## src/design/ppsc_pkg.sv

```systemverilog
// ----------------------------------------------------------------------------
// ppsc_pkg - shared types for the preemptive priority scheduler
// Task entry layout, sequencer and cell phase codes, heap ordering function.
// ----------------------------------------------------------------------------
package ppsc_pkg;

   // default number of queue slots
   localparam int QUEUE_DEPTH_DEF = 16;

   // one queued task, 64 bits
   typedef struct packed {
      logic [15:0] start_tick;
      logic [15:0] arrival_tick;
      logic [7:0]  remaining;
      logic [7:0]  prio;
      logic [7:0]  burst;
      logic [7:0]  id;
   } task_entry_type;

   localparam int ENTRY_W = $bits(task_entry_type);

   // top level sequencer
   typedef enum logic [1:0] {
      ST_IDLE,
      ST_TICK,
      ST_WALK
   } sched_state_type;

   // operation carried down the chain of level cells
   // insert: new task still looking for its slot
   // shift:  displaced task, every lower slot on the path moves down one
   // sift:   moved last task pushed below larger children
   typedef enum logic [1:0] {
      OP_INSERT,
      OP_SHIFT,
      OP_SIFT
   } heap_op_type;

   // a cell reads its RAM in one phase and decides in the next
   typedef enum logic {
      PH_READ,
      PH_EXEC
   } cell_phase_type;

   // true when a must be served before b: higher priority, then lower id
   function automatic logic ahead(task_entry_type a, task_entry_type b);
      logic res;
      if (a.prio != b.prio) begin
         res = (a.prio > b.prio);
      end else begin
         res = (a.id < b.id);
      end
      return res;
   endfunction

endpackage

```

## src/design/ppsc_ram.sv

```systemverilog
// ----------------------------------------------------------------------------
// ppsc_ram - generic RAM, one write port, two registered read ports
// Read returns the contents before a write to the same address.
// ----------------------------------------------------------------------------
module ppsc_ram #(
   parameter int WIDTH = 64,
   parameter int DEPTH = 16,
   localparam int AW = (DEPTH > 1) ? $clog2(DEPTH) : 1
) (
   input  logic             clock,
   input  logic             wr_en,
   input  logic [AW-1:0]    wr_addr,
   input  logic [WIDTH-1:0] wr_data,
   input  logic [AW-1:0]    rd_addr_a,
   input  logic [AW-1:0]    rd_addr_b,
   output logic [WIDTH-1:0] rd_data_a,
   output logic [WIDTH-1:0] rd_data_b
);

   logic [WIDTH-1:0] mem_ff [DEPTH];
   logic [WIDTH-1:0] rd_a_ff;
   logic [WIDTH-1:0] rd_b_ff;

   // write and registered reads
   always_ff @(posedge clock) begin
      if (wr_en) begin
         mem_ff[wr_addr] <= wr_data;
      end
      rd_a_ff <= mem_ff[rd_addr_a];
      rd_b_ff <= mem_ff[rd_addr_b];
   end

   assign rd_data_a = rd_a_ff;
   assign rd_data_b = rd_b_ff;

endmodule

```

## src/design/ppsc_cell.sv

```systemverilog
// ----------------------------------------------------------------------------
// ppsc_cell - one level of the heap
// Holds the slots of one heap level in its own RAM. A token walks down the
// chain: insert moves the new task along the path to its slot, displacing
// lower keys; sift-down pushes the moved last task below larger children.
// ----------------------------------------------------------------------------
module ppsc_cell #(
   parameter int DEPTH = ppsc_pkg::QUEUE_DEPTH_DEF,
   parameter int LEVEL = 0
) (
   clock, reset, tok_prev, tok_next, kreq_prev, kreq_next,
   kid_in, rd_a, rd_b, ctrl, done
);
   import ppsc_pkg::*;

   localparam int OW    = $clog2(DEPTH);
   localparam int CW    = $clog2(DEPTH + 1);
   localparam int NL    = CW;
   localparam int LW    = $clog2(NL);
   localparam int IW    = CW + 1;
   localparam int LVSZ  = 2 ** LEVEL;
   localparam int SIZE  = (LVSZ < DEPTH - LVSZ + 1) ? LVSZ : DEPTH - LVSZ + 1;
   localparam int AW    = (SIZE > 1) ? $clog2(SIZE) : 1;
   localparam int LBASE = 2 ** (LEVEL + 1) - 1;

   typedef struct packed {
      logic           valid;
      heap_op_type    op;
      task_entry_type entry;
      logic [OW-1:0]  off;
      logic [CW-1:0]  cnt;
      logic [CW-1:0]  path;
      logic [LW-1:0]  dest_lvl;
   } token_type;

   typedef struct packed {
      logic          valid;
      logic [OW-1:0] off;
   } child_req_type;

   typedef struct packed {
      task_entry_type a;
      task_entry_type b;
   } child_data_type;

   typedef struct packed {
      logic [OW-1:0]  rd_off;
      logic           root_we;
      task_entry_type root_data;
   } ctrl_type;

   input  logic           clock;
   input  logic           reset;
   input  token_type      tok_prev;
   output token_type      tok_next;
   input  child_req_type  kreq_prev;
   output child_req_type  kreq_next;
   input  child_data_type kid_in;
   output task_entry_type rd_a;
   output task_entry_type rd_b;
   input  ctrl_type       ctrl;
   output logic           done;

   token_type      tok_ff, tok_in;
   cell_phase_type phase_ff, phase_in;

   logic               exec;
   logic               wr_en;
   logic [AW-1:0]      wr_addr;
   task_entry_type     wr_data;
   logic [AW-1:0]      addr_a, addr_b;
   logic [ENTRY_W-1:0] ram_a, ram_b;
   token_type          fwd;
   logic [IW-1:0]      lidx, ridx, cnt_ext;
   logic               pick_l, pick_r;
   task_entry_type     best_e;

   assign exec = tok_ff.valid && (phase_ff == PH_EXEC);

   // read addresses: own slot for insert and shift, children for the level above, else port b reads the last slot
   always_comb begin
      if (tok_ff.valid && (phase_ff == PH_READ) && (tok_ff.op != OP_SIFT)) begin
         addr_a = AW'(tok_ff.off);
      end else if (kreq_prev.valid) begin
         addr_a = AW'({kreq_prev.off, 1'b0});
      end else begin
         addr_a = '0;
      end
      if (kreq_prev.valid) begin
         addr_b = AW'({kreq_prev.off, 1'b1});
      end else begin
         addr_b = AW'(ctrl.rd_off);
      end
   end

   // child read request to the next level during a sift read phase
   always_comb begin
      kreq_next.valid = tok_ff.valid && (phase_ff == PH_READ) && (tok_ff.op == OP_SIFT);
      kreq_next.off   = tok_ff.off;
   end

   // decide: slot write and token handed on
   always_comb begin
      lidx    = IW'(LBASE) + IW'({tok_ff.off, 1'b0});
      ridx    = lidx + IW'(1);
      cnt_ext = IW'(tok_ff.cnt);
      pick_l  = 1'b0;
      pick_r  = 1'b0;
      best_e  = tok_ff.entry;
      wr_en   = 1'b0;
      wr_addr = AW'(tok_ff.off);
      wr_data = tok_ff.entry;
      fwd     = tok_ff;
      fwd.valid = 1'b0;
      case (tok_ff.op)
         OP_INSERT, OP_SHIFT: begin
            fwd.off  = OW'({tok_ff.off, tok_ff.path[CW-1]});
            fwd.path = tok_ff.path << 1;
            if (tok_ff.dest_lvl == LW'(LEVEL)) begin
               wr_en = exec;
            end else begin
               fwd.valid = exec;
               // once a slot is taken, each lower slot on the path moves down
               if ((tok_ff.op == OP_SHIFT) || ahead(tok_ff.entry, rd_a)) begin
                  wr_en     = exec;
                  fwd.entry = rd_a;
                  fwd.op    = OP_SHIFT;
               end
            end
         end
         OP_SIFT: begin
            pick_l = (lidx < cnt_ext) && ahead(kid_in.a, tok_ff.entry);
            best_e = pick_l ? kid_in.a : tok_ff.entry;
            pick_r = (ridx < cnt_ext) && ahead(kid_in.b, best_e);
            wr_en  = exec;
            if (pick_r) begin
               wr_data   = kid_in.b;
               fwd.valid = exec;
               fwd.off   = OW'({tok_ff.off, 1'b1});
            end else if (pick_l) begin
               wr_data   = kid_in.a;
               fwd.valid = exec;
               fwd.off   = OW'({tok_ff.off, 1'b0});
            end
         end
         default: begin
            wr_en = 1'b0;
         end
      endcase
      // root update from the sequencer
      if ((LEVEL == 0) && ctrl.root_we) begin
         wr_en   = 1'b1;
         wr_addr = '0;
         wr_data = ctrl.root_data;
      end
   end

   assign tok_next = fwd;
   assign done     = exec && !fwd.valid;

   // token and phase next values
   always_comb begin
      tok_in = tok_ff;
      if (tok_prev.valid) begin
         tok_in = tok_prev;
      end else if (exec) begin
         tok_in.valid = 1'b0;
      end
   end

   always_comb begin
      if (tok_prev.valid) begin
         phase_in = PH_READ;
      end else if (tok_ff.valid && (phase_ff == PH_READ)) begin
         phase_in = PH_EXEC;
      end else begin
         phase_in = phase_ff;
      end
   end

   always_ff @(posedge clock) begin
      if (reset) begin
         tok_ff.valid <= 1'b0;
         phase_ff     <= PH_READ;
      end else begin
         tok_ff   <= tok_in;
         phase_ff <= phase_in;
      end
   end

   // slot storage of this level
   ppsc_ram #(
      .WIDTH (ENTRY_W),
      .DEPTH (SIZE)
   ) u_ram (
      .clock     (clock),
      .wr_en     (wr_en),
      .wr_addr   (wr_addr),
      .wr_data   (wr_data),
      .rd_addr_a (addr_a),
      .rd_addr_b (addr_b),
      .rd_data_a (ram_a),
      .rd_data_b (ram_b)
   );

   assign rd_a = task_entry_type'(ram_a);
   assign rd_b = task_entry_type'(ram_b);

endmodule

```

## src/design/preemptive_priority_scheduler_core.sv

```systemverilog
// ----------------------------------------------------------------------------
// preemptive_priority_scheduler_core - tick-driven preemptive task scheduler
// Max-priority heap of ready tasks kept as a chain of level cells.
//
//   channel   ports                        transfer
//   -------   --------------------------   ------------------------------
//   request   start, busy, req_*           rising edge with start & !busy
//   response  rsp_strobe, rsp_*            every cycle rsp_strobe is high
//
// Every request gives one response, registered in the cycle after it for an
// arrival or an empty-queue tick; other ticks set it in the tick state. An
// arrival holds busy while its token walks to the new slot's level; a full
// queue or an empty-queue tick has no busy time. Other ticks hold busy in the
// tick state and, when a finishing task leaves others, the sift-down walk.
// Each level cell reads its RAM in one phase and decides in the next.
// Synchronous reset empties the queue and clears the tick count; slot
// contents need no clearing. The response side cannot stall.
// ----------------------------------------------------------------------------
module preemptive_priority_scheduler_core #(
   parameter int QUEUE_DEPTH = ppsc_pkg::QUEUE_DEPTH_DEF
) (
   input  logic        clock,
   input  logic        reset,
   input  logic        start,
   output logic        busy,
   input  logic        req_mode,
   input  logic [7:0]  req_task_id,
   input  logic [7:0]  req_burst_length,
   input  logic [7:0]  req_task_priority,
   output logic        rsp_strobe,
   output logic        rsp_status,
   output logic        rsp_ran_valid,
   output logic [7:0]  rsp_ran_id,
   output logic        rsp_finished,
   output logic [15:0] rsp_start_time,
   output logic [15:0] rsp_turnaround,
   output logic [15:0] rsp_wait_time
);
   import ppsc_pkg::*;

   localparam int OW = $clog2(QUEUE_DEPTH);
   localparam int CW = $clog2(QUEUE_DEPTH + 1);
   localparam int NL = CW;
   localparam int LW = $clog2(NL);

   typedef struct packed {
      logic           valid;
      heap_op_type    op;
      task_entry_type entry;
      logic [OW-1:0]  off;
      logic [CW-1:0]  cnt;
      logic [CW-1:0]  path;
      logic [LW-1:0]  dest_lvl;
   } token_type;

   typedef struct packed {
      logic          valid;
      logic [OW-1:0] off;
   } child_req_type;

   typedef struct packed {
      task_entry_type a;
      task_entry_type b;
   } child_data_type;

   typedef struct packed {
      logic [OW-1:0]  rd_off;
      logic           root_we;
      task_entry_type root_data;
   } ctrl_type;

   // position of the highest set bit
   function automatic logic [LW-1:0] msb_pos(logic [CW-1:0] v);
      logic [LW-1:0] pos;
      pos = '0;
      for (int j = 0; j < CW; j++) begin
         if (v[j]) begin
            pos = LW'(j);
         end
      end
      return pos;
   endfunction

   sched_state_type state_ff, state_in;
   logic [CW-1:0]   count_ff, count_in;
   logic [15:0]     tick_ff, tick_in;
   logic [LW-1:0]   lvl_ff, lvl_in;

   logic        rsp_strobe_ff, rsp_strobe_in;
   logic        rsp_status_ff, rsp_status_in;
   logic        rsp_ran_valid_ff, rsp_ran_valid_in;
   logic [7:0]  rsp_ran_id_ff, rsp_ran_id_in;
   logic        rsp_finished_ff, rsp_finished_in;
   logic [15:0] rsp_start_ff, rsp_start_in;
   logic [15:0] rsp_turn_ff, rsp_turn_in;
   logic [15:0] rsp_wait_ff, rsp_wait_in;

   token_type      tok_chain  [NL+1];
   child_req_type  kreq_chain [NL+1];
   child_data_type kid_vec    [NL];
   task_entry_type rd_a_vec   [NL];
   task_entry_type rd_b_vec   [NL];
   logic [NL-1:0]  done_vec;
   token_type      tok_inject;
   ctrl_type       ctrl;

   logic           accept;
   logic           walk_done;
   logic           queue_full;
   task_entry_type new_entry;
   logic [7:0]     burst_eff;
   logic [CW-1:0]  ins_n, ins_path, lst_masked;
   logic [LW-1:0]  ins_lvl, lst_lvl;
   task_entry_type root_e, root_upd, last_e;
   logic [15:0]    turn, wait_t;

   assign busy       = (state_ff != ST_IDLE);
   assign accept     = start && !busy;
   assign walk_done  = (|done_vec) || tok_chain[NL].valid;
   assign queue_full = (count_ff >= CW'(QUEUE_DEPTH));

   // arrival entry and the path to its slot
   always_comb begin
      burst_eff              = (req_burst_length == 8'd0) ? 8'd1 : req_burst_length;
      new_entry.id           = req_task_id;
      new_entry.burst        = burst_eff;
      new_entry.prio         = req_task_priority;
      new_entry.remaining    = burst_eff;
      new_entry.arrival_tick = tick_ff;
      new_entry.start_tick   = '0;
      ins_n    = count_ff + CW'(1);
      ins_lvl  = msb_pos(ins_n);
      ins_path = ins_n << (CW - int'(ins_lvl));
   end

   // location of the last occupied slot
   always_comb begin
      lst_lvl             = msb_pos(count_ff);
      lst_masked          = count_ff;
      lst_masked[lst_lvl] = 1'b0;
   end

   // head task run for one tick
   always_comb begin
      root_e             = rd_a_vec[0];
      last_e             = rd_b_vec[lvl_ff];
      root_upd           = root_e;
      root_upd.remaining = root_e.remaining - 8'd1;
      if (root_e.remaining == root_e.burst) begin
         root_upd.start_tick = tick_ff;
      end
      turn   = tick_ff + 16'd1 - root_e.arrival_tick;
      wait_t = turn - {8'd0, root_e.burst};
   end

   // sequencer next state
   always_comb begin
      state_in = state_ff;
      case (state_ff)
         ST_IDLE: begin
            if (accept && req_mode && (count_ff != '0)) begin
               state_in = ST_TICK;
            end else if (accept && !req_mode && !queue_full) begin
               state_in = ST_WALK;
            end
         end
         ST_TICK: begin
            if ((root_upd.remaining == 8'd0) && (count_ff != CW'(1))) begin
               state_in = ST_WALK;
            end else begin
               state_in = ST_IDLE;
            end
         end
         ST_WALK: begin
            if (walk_done) begin
               state_in = ST_IDLE;
            end
         end
         default: begin
            state_in = ST_IDLE;
         end
      endcase
   end

   // sequencer outputs: counters, tokens, root write, response
   always_comb begin
      count_in          = count_ff;
      tick_in           = tick_ff;
      lvl_in            = lvl_ff;
      rsp_strobe_in     = 1'b0;
      rsp_status_in     = 1'b0;
      rsp_ran_valid_in  = 1'b0;
      rsp_ran_id_in     = '0;
      rsp_finished_in   = 1'b0;
      rsp_start_in      = '0;
      rsp_turn_in       = '0;
      rsp_wait_in       = '0;
      tok_inject        = '0;
      ctrl.rd_off       = OW'(lst_masked);
      ctrl.root_we      = 1'b0;
      ctrl.root_data    = root_upd;
      case (state_ff)
         ST_IDLE: begin
            if (accept) begin
               if (!req_mode) begin
                  rsp_strobe_in = 1'b1;
                  if (queue_full) begin
                     rsp_status_in = 1'b1;
                  end else begin
                     tok_inject.valid    = 1'b1;
                     tok_inject.op       = OP_INSERT;
                     tok_inject.entry    = new_entry;
                     tok_inject.cnt      = ins_n;
                     tok_inject.path     = ins_path;
                     tok_inject.dest_lvl = ins_lvl;
                     count_in            = ins_n;
                  end
               end else if (count_ff == '0) begin
                  rsp_strobe_in = 1'b1;
                  tick_in       = tick_ff + 16'd1;
               end else begin
                  lvl_in = lst_lvl;
               end
            end
         end
         ST_TICK: begin
            rsp_strobe_in    = 1'b1;
            rsp_ran_valid_in = 1'b1;
            rsp_ran_id_in    = root_e.id;
            tick_in          = tick_ff + 16'd1;
            if (root_upd.remaining != 8'd0) begin
               ctrl.root_we = 1'b1;
            end else begin
               rsp_finished_in = 1'b1;
               rsp_start_in    = root_upd.start_tick;
               rsp_turn_in     = turn;
               rsp_wait_in     = wait_t;
               count_in        = count_ff - CW'(1);
               if (count_ff != CW'(1)) begin
                  tok_inject.valid = 1'b1;
                  tok_inject.op    = OP_SIFT;
                  tok_inject.entry = last_e;
                  tok_inject.cnt   = count_ff - CW'(1);
               end
            end
         end
         ST_WALK: begin
            count_in = count_ff;
         end
         default: begin
            count_in = count_ff;
         end
      endcase
   end

   // control registers
   always_ff @(posedge clock) begin
      if (reset) begin
         state_ff      <= ST_IDLE;
         count_ff      <= '0;
         tick_ff       <= '0;
         rsp_strobe_ff <= 1'b0;
      end else begin
         state_ff      <= state_in;
         count_ff      <= count_in;
         tick_ff       <= tick_in;
         rsp_strobe_ff <= rsp_strobe_in;
      end
   end

   // response payload and last-slot level
   always_ff @(posedge clock) begin
      lvl_ff           <= lvl_in;
      rsp_status_ff    <= rsp_status_in;
      rsp_ran_valid_ff <= rsp_ran_valid_in;
      rsp_ran_id_ff    <= rsp_ran_id_in;
      rsp_finished_ff  <= rsp_finished_in;
      rsp_start_ff     <= rsp_start_in;
      rsp_turn_ff      <= rsp_turn_in;
      rsp_wait_ff      <= rsp_wait_in;
   end

   assign rsp_strobe     = rsp_strobe_ff;
   assign rsp_status     = rsp_status_ff;
   assign rsp_ran_valid  = rsp_ran_valid_ff;
   assign rsp_ran_id     = rsp_ran_id_ff;
   assign rsp_finished   = rsp_finished_ff;
   assign rsp_start_time = rsp_start_ff;
   assign rsp_turnaround = rsp_turn_ff;
   assign rsp_wait_time  = rsp_wait_ff;

   // chain of level cells
   assign tok_chain[0]  = tok_inject;
   assign kreq_chain[0] = '0;

   for (genvar k = 0; k < NL; k++) begin : g_level
      if (k < NL - 1) begin : g_kid
         assign kid_vec[k] = '{a: rd_a_vec[k+1], b: rd_b_vec[k+1]};
      end else begin : g_leaf
         assign kid_vec[k] = '0;
      end

      ppsc_cell #(
         .DEPTH (QUEUE_DEPTH),
         .LEVEL (k)
      ) u_cell (
         .clock     (clock),
         .reset     (reset),
         .tok_prev  (tok_chain[k]),
         .tok_next  (tok_chain[k+1]),
         .kreq_prev (kreq_chain[k]),
         .kreq_next (kreq_chain[k+1]),
         .kid_in    (kid_vec[k]),
         .rd_a      (rd_a_vec[k]),
         .rd_b      (rd_b_vec[k]),
         .ctrl      (ctrl),
         .done      (done_vec[k])
      );
   end

endmodule

```

## config.mk

```make
export PLATFORM = sky130hd
export DESIGN_NAME = preemptive_priority_scheduler_core
export DESIGN_NICKNAME = d
export VERILOG_FILES = /design/src/design/ppsc_pkg.sv /design/src/design/ppsc_ram.sv /design/src/design/ppsc_cell.sv /design/src/design/preemptive_priority_scheduler_core.sv
export SDC_FILE = /design/constraint.sdc
export NUM_CORES = 2
export LEC_CHECK = 0
export BUFFER_PORTS_ARGS = -buffer_cell sky130_fd_sc_hd__buf_2
export CAP_MARGIN = 20
export CELL_PAD_IN_SITES_DETAIL_PLACEMENT = 1
export CELL_PAD_IN_SITES_GLOBAL_PLACEMENT = 2
export CORE_MARGIN = 2
export CORE_UTILIZATION = 49
export DETAILED_ROUTE_END_ITERATION = 12
export GPL_TIMING_DRIVEN = 0
export PLACE_DENSITY = 0.83
export SYNTH_ARGS = -nofsm -noshare
export SYNTH_HDL_FRONTEND = slang
export SYNTH_SLANG_ARGS = --single-unit
```

## constraint.sdc

```tcl
create_clock -name clock -period 26.7 [get_ports clock]
set_input_delay 4.005 -clock clock [delete_from_list [all_inputs] [get_ports clock]]
set_output_delay 4.005 -clock clock [all_outputs]
set_load 0.01 [all_outputs]
```

* Yosys cells after proc, flatten, opt, wreduce, memory -nomap -nowiden
Memory sizes are Yosys's and may differ from the RTL's. A register that Yosys moved wholly into a read port is not among the register bits.
Cells that the tools add are included.
** Storage, ports and cells
- Bits of input ports :: 28
- Word-level logic and storage cells :: 481
- Output and inout port bits :: 61
- Flip-flop bits (word level) :: 501
- Memory bits (writable) :: 1024
- Memories :: 5
** Memory list
- g_level[3].u_cell.u_ram.mem_ff :: depth 8, width 64, read ports 2, clocked after Yosys merged registers in 2, write ports 1, line ppsc_ram.sv:20 : logic [WIDTH-1:0] mem_ff [DEPTH];
- g_level[2].u_cell.u_ram.mem_ff :: depth 4, width 64, read ports 2, clocked after Yosys merged registers in 2, write ports 1, line ppsc_ram.sv:20
- g_level[1].u_cell.u_ram.mem_ff :: depth 2, width 64, read ports 2, clocked after Yosys merged registers in 2, write ports 1, line ppsc_ram.sv:20
- g_level[0].u_cell.u_ram.mem_ff :: depth 1, width 64, read ports 2, clocked after Yosys merged registers in 2, write ports 1, line ppsc_ram.sv:20
- g_level[4].u_cell.u_ram.mem_ff :: depth 1, width 64, read ports 2, clocked after Yosys merged registers in 2, write ports 1, line ppsc_ram.sv:20
** Cells by class
- Muxes and demuxes :: 188
- Reduce and logical (&&, ||, !) cells :: 96
- Equality and inequality tests :: 42
- Shift operators :: 1
- $add $sub $neg :: 15
- Order comparisons :: 44
- Bitwise logic cells :: 13
** Operator list (number)
- $mux 64 :: 18
- $mux 67 :: 10
- $mux 66 :: 9
- $bmux 64 s3 :: 1
- $pmux 67 s2 :: 1
- $gt 8x8->1 :: 13
- $lt 8x8->1 :: 13
- $ne 8x8->1 :: 13
- $mux 1 :: 90
- $mux 16 :: 4
- $lt 6x5->1 :: 8
- $mux 5 :: 9
- $mux 13 :: 3
- $logic_and 1x1->1 :: 38
- $pmux 16 s2 :: 1
- $shl 5x32->5 :: 1
- $mux 3 :: 9
- $add 6x1->6 const B :: 4
- $mux 4 :: 6
- $pmux 1 s2 :: 12
- $pmux 4 s2 :: 3
- $reduce_bool 8->1 :: 3
- $reduce_or 2->1 :: 11
- $ne 2x2->1 const B :: 10
- 50 further kinds :: 109

* Depth between registers and ports, before layout
- Word-level depth :: 17
- Mapped depth :: 24
- Gate-level depth less buffers :: 19

* By module
From an unflattened synthesis, not the netlist that was laid out.
** Unflattened totals
- Cell total of the unflattened synthesis :: 7920
- Area total of the unflattened synthesis :: 103416.7 um^2
** By module, submodules not included
- ppsc_ram at g_level[3].u_cell.u_ram :: instances 1, area an instance 25660.9 um^2, cells an instance 1107
- ppsc_ram at g_level[2].u_cell.u_ram :: instances 1, area an instance 13526.7 um^2, cells an instance 544
- ppsc_cell at g_level[1].u_cell :: instances 1, area an instance 10341.2 um^2, cells an instance 1329
- ppsc_cell at g_level[4].u_cell :: instances 1, area an instance 8584.5 um^2, cells an instance 1007
- ppsc_ram at g_level[1].u_cell.u_ram :: instances 1, area an instance 8573.2 um^2, cells an instance 400
- ppsc_cell at g_level[0].u_cell :: instances 1, area an instance 7744.9 um^2, cells an instance 825
- preemptive_priority_scheduler_core :: instances 1, area an instance 7689.9 um^2, cells an instance 855
- ppsc_ram at g_level[0].u_cell.u_ram ... :: instances 2, area an instance 3683.5 um^2, cells an instance 192
- ppsc_cell at g_level[3].u_cell :: instances 1, area an instance 7039.3 um^2, cells an instance 735
- ppsc_cell at g_level[2].u_cell :: instances 1, area an instance 6889.1 um^2, cells an instance 734

* Least setup slack after synthesis
No wires, ideal clock.
- Path kind :: in2reg
- Start :: input start
- End :: register g_level[0].u_cell.tok_ff[17] in the netlist's numbering, enable pin
- Data arrival time :: 8358 ps
- Cell stages on the path :: 4
- Buffers on the path :: 1
- Data required time :: 26161 ps
- Setup slack :: 17803 ps
- Cells stage by stage :: nand2_1 > or3_1 > clkbuf_1 > a21oi_1
** On the way
- Cells in the longest elaborated chain, start to end :: 4
** RTL lines
- from (decl) :: line preemptive_priority_scheduler_core.sv:24 : input logic start,
- $logic_and 1x1->1 :: line preemptive_priority_scheduler_core.sv:118 : assign accept = start && !busy;
- $mux 67 :: line preemptive_priority_scheduler_core.sv:204 : if (accept) begin
- $pmux 67 s2 :: line preemptive_priority_scheduler_core.sv:202 : case (state_ff)
- $reduce_and 2->1 (no source line)
- to (signal assigned) :: line ppsc_cell.sv:186 : tok_ff <= tok_in;
- to (decl) :: line ppsc_cell.sv:64 : token_type tok_ff, tok_in;
Every way passes these cells.
A chain may end at the register's enable or synchronous reset.

* Final worst setup path
- Start :: register g_level[2].u_cell.tok_ff (netlist bit g_level[2].u_cell.kreq_next[0])
- End :: memory g_level[2].u_cell.u_ram.mem_ff[0][58], data pin
** On the way
- Cells in the longest elaborated chain, start to end :: 10
- Elaborated cells between the ends (all ways) :: 14
- Those cells by class :: 2 x add/sub; 4 x order compare; 1 x eq/ne; 5 x mux; 2 x reduce/logical
** RTL lines
- from (decl) :: line ppsc_cell.sv:64
- from (signal assigned) :: line ppsc_cell.sv:186
- $add 3x5->6 * :: line ppsc_cell.sv:104 : lidx = IW'(LBASE) + IW'({tok_ff.off, 1'b0});
- $lt 6x5->1 :: line ppsc_cell.sv:132 : pick_l = (lidx < cnt_ext) && ahead(kid_in.a, tok_ff.entry);
- $logic_and 1x1->1 :: line ppsc_cell.sv:132
- $mux 64 :: line ppsc_cell.sv:140 : end else if (pick_l) begin
- $lt 8x8->1, or another cell as far along :: line ppsc_pkg.sv:51 : res = (a.id < b.id);
- $mux 1 :: line ppsc_pkg.sv:48 : if (a.prio != b.prio) begin
- $mux 1 :: line ppsc_cell.sv:115 : case (tok_ff.op)
- $logic_and 1x1->1 :: line ppsc_cell.sv:134 : pick_r = (ridx < cnt_ext) && ahead(kid_in.b, best_e);
- $mux 64 * :: line ppsc_cell.sv:136 : if (pick_r) begin
- $mux 64 * :: line ppsc_cell.sv:115
- named net g_level[2].u_cell.u_ram.wr_data[58] :: line ppsc_ram.sv:13 : input logic [WIDTH-1:0] wr_data,
- to (decl) :: line ppsc_ram.sv:20
The timed path passes the listed nets; every way through them passes the cells marked *. The select of a mux whose other input is x is not followed.

==> results.md <==
* Layout cells sized above 1 at 20.1%
* Worst reg-to-reg path cell count at 23
* Max VDD drop at 0.0635 mV
* Num CTS Buffers at 210
* Post-synth EDFFs at 1416
* Worst-Margin Slew at 1.22 ns
* CTS Sinks at 2021
* WP data required at 27.33 ns
* Die area at 186000 um^2
* Mapped Avg Cell Area at 13.4 um^2
* Vias after detailed routing at 61000
* GP Congestion at 0.926
* Synthesized net count at 6975
* Hold Slack at 0.335 ns
* Post-synthesis async set-or-reset flop share at 0%
* Maxcap violations at 0
* Final hold violations at 0
* # setup viols final at 0
* Worst min path class: reg -> reg
* Unique cell type count in the Yosys netlist at 75
* CORE AREA at 181000 um^2
* Setup_tns at 0 ns
* Die height at 431 um
* Ys Warns at 0
* CP peak stage delay at 0.66 ns
* Tot Pwr at 0.00661 W
* CP cell instances: clkbuf_1 > inv_1 > ha_1 > inv_1 > ha_1 > nor2b_1 > o21ai_0 > a21oi_1 > a211oi_2 > buf_2 > buf_2 > mux2i_1 > ha_1 > o21ai_0 > a21oi_1 > o31ai_1 > a221oi_1 > nor2b_1 > o21ai_1 > clkbuf_1 > clkbuf_1 > nand2_1 > o211ai_1
* Clk buf depth at 3
* Most instantiated library cell after synthesis: edfxtp_1
* Syn Inst Count at 6688
* CP max stage cell: clkbuf_1
* Inst Count DP at 9245
* WP data arrival at 8.16 ns
* Clock root buffer: clkbuf_16
* Total gr overflow at 0
* Hold Path Depth at 0
* Worst path bufs/invs at 7
* WS Path Type: reg -> reg
* CP delay by family, top: buffers and inverters
* Crit path time final at 7.53 ns
* DR vias/cell at 6.32
* Clock Latency Late Sink at 0.88 ns
* Drt wl/cell at 32.2 um
* GRT Total Usage at 33.1%
* Worst R2R Setup Slack at 19.17 ns
* Initial Utilization at 49.4%
* P per Cell Area at 65.0 nW/um^2
* Area of the multi-input gates at 32600 um^2
* Initial antenna violation count at 16
* Number of DRC markers in iteration 0 at 7715
* Crit path max fanout at 10
* RSZ-0062 raised after global routing: no
* Placed standard-cell area at 94500 um^2
* P_leak at 37.4 nW
* Resized Gates After CTS at 0
* H-tree levels at 4
* Register area at 54600 um^2
* Final Instance Area at 102000 um^2
* Yosys top cell area share at 47.5%
* Ports at 89
* Post-Layout Cell Count at 9664
* Post-synthesis sequential area ratio at 61.0%
* Startpoint types: flop
* Detailed Place HPWL at 238000 um
* Routed Antenna Nets at 0
* Synth-to-Final Area Change at 13.7%
* Main synth FF type: edfxtp_1
* Max-slew violation count at 0
* CTS tree: built
* Hold-fix buffers, CTS at 0
* CP endpoint kind: flop
* # rows at 156
* Clock-pin slew on the worst setup and hold paths at 0.07 ns
* Layout Nets at 7385
* Fill cells at 17600
* Setup Buffers After CTS at 0
* Die W at 431 um
* Max Clock Skew at 0.0428 ns
* Largest net degree at the start of global routing at 37
* Hold EP: g_level[0].u_cell.u_ram.rd_data_b[28]
* Hold wc startpoint: g_level[0].u_cell.u_ram.mem_ff[0][28]
* First-pass GRT wire length at 441000 um
* Dominant cell type by area after synthesis: edfxtp_1
* FF-to-FF Start: g_level[2].u_cell.kreq_next[0]
* Synth Cell Area at 89500 um^2
* Slew Limit Headroom at 18.3%
* Period Utilization, post-route at 28.2%
* Status: finished, final reports clean
* Fmax at 133 MHz
* TritonRoute pass-1 iters at 5
* DRT Wirelength at 311000 um
* Port buffer count at 87
* R2R Path End: g_level[2].u_cell.u_ram.mem_ff[0][58]
* DR DRC count at 0
* Post-synthesis register bit count at 2021
* Vias in the first global route at 61000
* Commonest cells post-synth: edfxtp_1, nand2_1, dfxtp_1
* Top post-synthesis cells by area: edfxtp_1, dfxtp_1, mux4_2
## report_power, final
group	internal [W]	switching, W
Combinational	0.0000729	0.000122
Clock	0.00175	0.00130
Sequential	0.00334	0.0000265
Total	0.00516	0.00145
## routing by layer
layer | wire length (um) | part of all wire [%] | global-route usage, % | vias up
li1 | - | - | - | 26000
met1 | 133000 | 43 | 48.3 | 31300
met2 | 135000 | 43 | 48.9 | 3270
met3 | 33400 | 11 | 7.97 | 459
met4 | 9890 | 3.2 | 10.2 | 6
met5 | 43 | 0.014 | 0 | -
## stage by stage
step / setup WS (ns) / utilization, %
finish: 19.17 / 56.2
global route: 18.77 / 56.2
detailed placement: 19.13 / 52.2
global placement: 10.59 / 51.3
floorplan: 17.80 / -
CTS: 19.10 / 56.1
## worst max path at each step
stage                                       endpoint  slack (ns)  cells past startpoint                            from
2_1_floorplan           g_level[0].u_cell.tok_ff[17]       17.80                      4                           start
4_1_cts        g_level[2].u_cell.u_ram.mem_ff[2][58]       19.10                     22  g_level[2].u_cell.kreq_next[0]
5_1_grt        g_level[2].u_cell.u_ram.mem_ff[1][57]       18.77                     23  g_level[2].u_cell.kreq_next[0]
3_5_place_dp   g_level[2].u_cell.u_ram.mem_ff[2][58]       19.13                     22  g_level[2].u_cell.kreq_next[0]
6_report       g_level[2].u_cell.u_ram.mem_ff[0][58]       19.17                     23  g_level[2].u_cell.kreq_next[0]
3_3_place_gp   g_level[3].u_cell.u_ram.mem_ff[6][51]       10.59                     10    g_level[3].u_cell.tok_ff[33]
## registers in the layout (all words and copies together) (netlist names)
register and count:
count_ff 5, g_level.u_cell.kreq_next 10, g_level.u_cell.phase_ff 5, g_level.u_cell.tok_ff 344, g_level.u_cell.tok_next 40, g_level.u_cell.u_ram.mem_ff 1024
g_level.u_cell.u_ram.rd_data_a 192, g_level.u_cell.u_ram.rd_data_b 320, lvl_ff 3, rsp_finished 1, rsp_ran_id 8, rsp_ran_valid 1
rsp_start_time 16, rsp_status 1, rsp_strobe 1, rsp_turnaround 16, rsp_wait_time 16, state_ff 2
tick_ff 16
## logic make-up after synthesis
| logic type | Yosys count | synth area share [%] |
|---|---|---|
| flip-flops | 2021 | 61.0 |
| AND/OR/NAND/NOR | 1885 | 9.53 |
| multiplexers | 970 | 16.0 |
| AO/OA/AOI/OAI | 854 | 6.37 |
| buffers and inverters | 628 | 2.75 |
| adder cells (fa/ha/maj) | 259 | 3.64 |
| XOR/XNOR | 71 | 0.695 |
## worst register-to-register path: cells and delay by family, from the launching register on
family                   cells  cell delay, ns
AND/OR/NAND/NOR              3            0.48
buffers and inverters        7            2.65
adder cells (fa/ha/maj)      3            0.90
flip-flops                   1            0.60
multiplexers                 1            0.30
AO/OA/AOI/OAI                9            2.38
## final cells by class
cell class | count | area share [%]
Tap cell | 2370 | 2.91
Clock buffer | 281 | 5.70
Timing Repair Buffer | 198 | 1.84
Buffer | 412 | 1.62
Inverter | 216 | 0.796
Antenna cell | 7 | 0.0172
Multi-Input combinational cell | 4039 | 32.0
Clock inverter | 120 | 1.40
Sequential cell | 2021 | 53.7
## cells in the final DEF, fill, tap and decap left out, drive strengths merged, types with 36 or more instances in the layout
| cell | Yosys | final |
|---|---|---|
| clkinv | 1 | 80 |
| xor2 | 39 | 39 |
| a31oi | 38 | 38 |
| and2 | 93 | 93 |
| dfxtp | 605 | 605 |
| nor2 | 271 | 271 |
| o31ai | 38 | 38 |
| edfxtp | 1416 | 1416 |
| nor3 | 83 | 83 |
| nor2b | 86 | 86 |
| nand2b | 44 | 44 |
| mux2 | 490 | 490 |
| ha | 257 | 257 |
| mux4 | 320 | 320 |
| a21o | 40 | 40 |
| a221o | 50 | 50 |
| mux2i | 160 | 160 |
| nand4 | 36 | 36 |
| nand2 | 801 | 801 |
| a21oi | 170 | 170 |
| buf | 114 | 304 |
| a22oi | 67 | 67 |
| o211ai | 54 | 54 |
| clkbuf | 298 | 587 |
| inv | 215 | 223 |
| o21ai | 207 | 207 |
| nand3 | 403 | 403 |
Power figures use the tool's default switching activity.
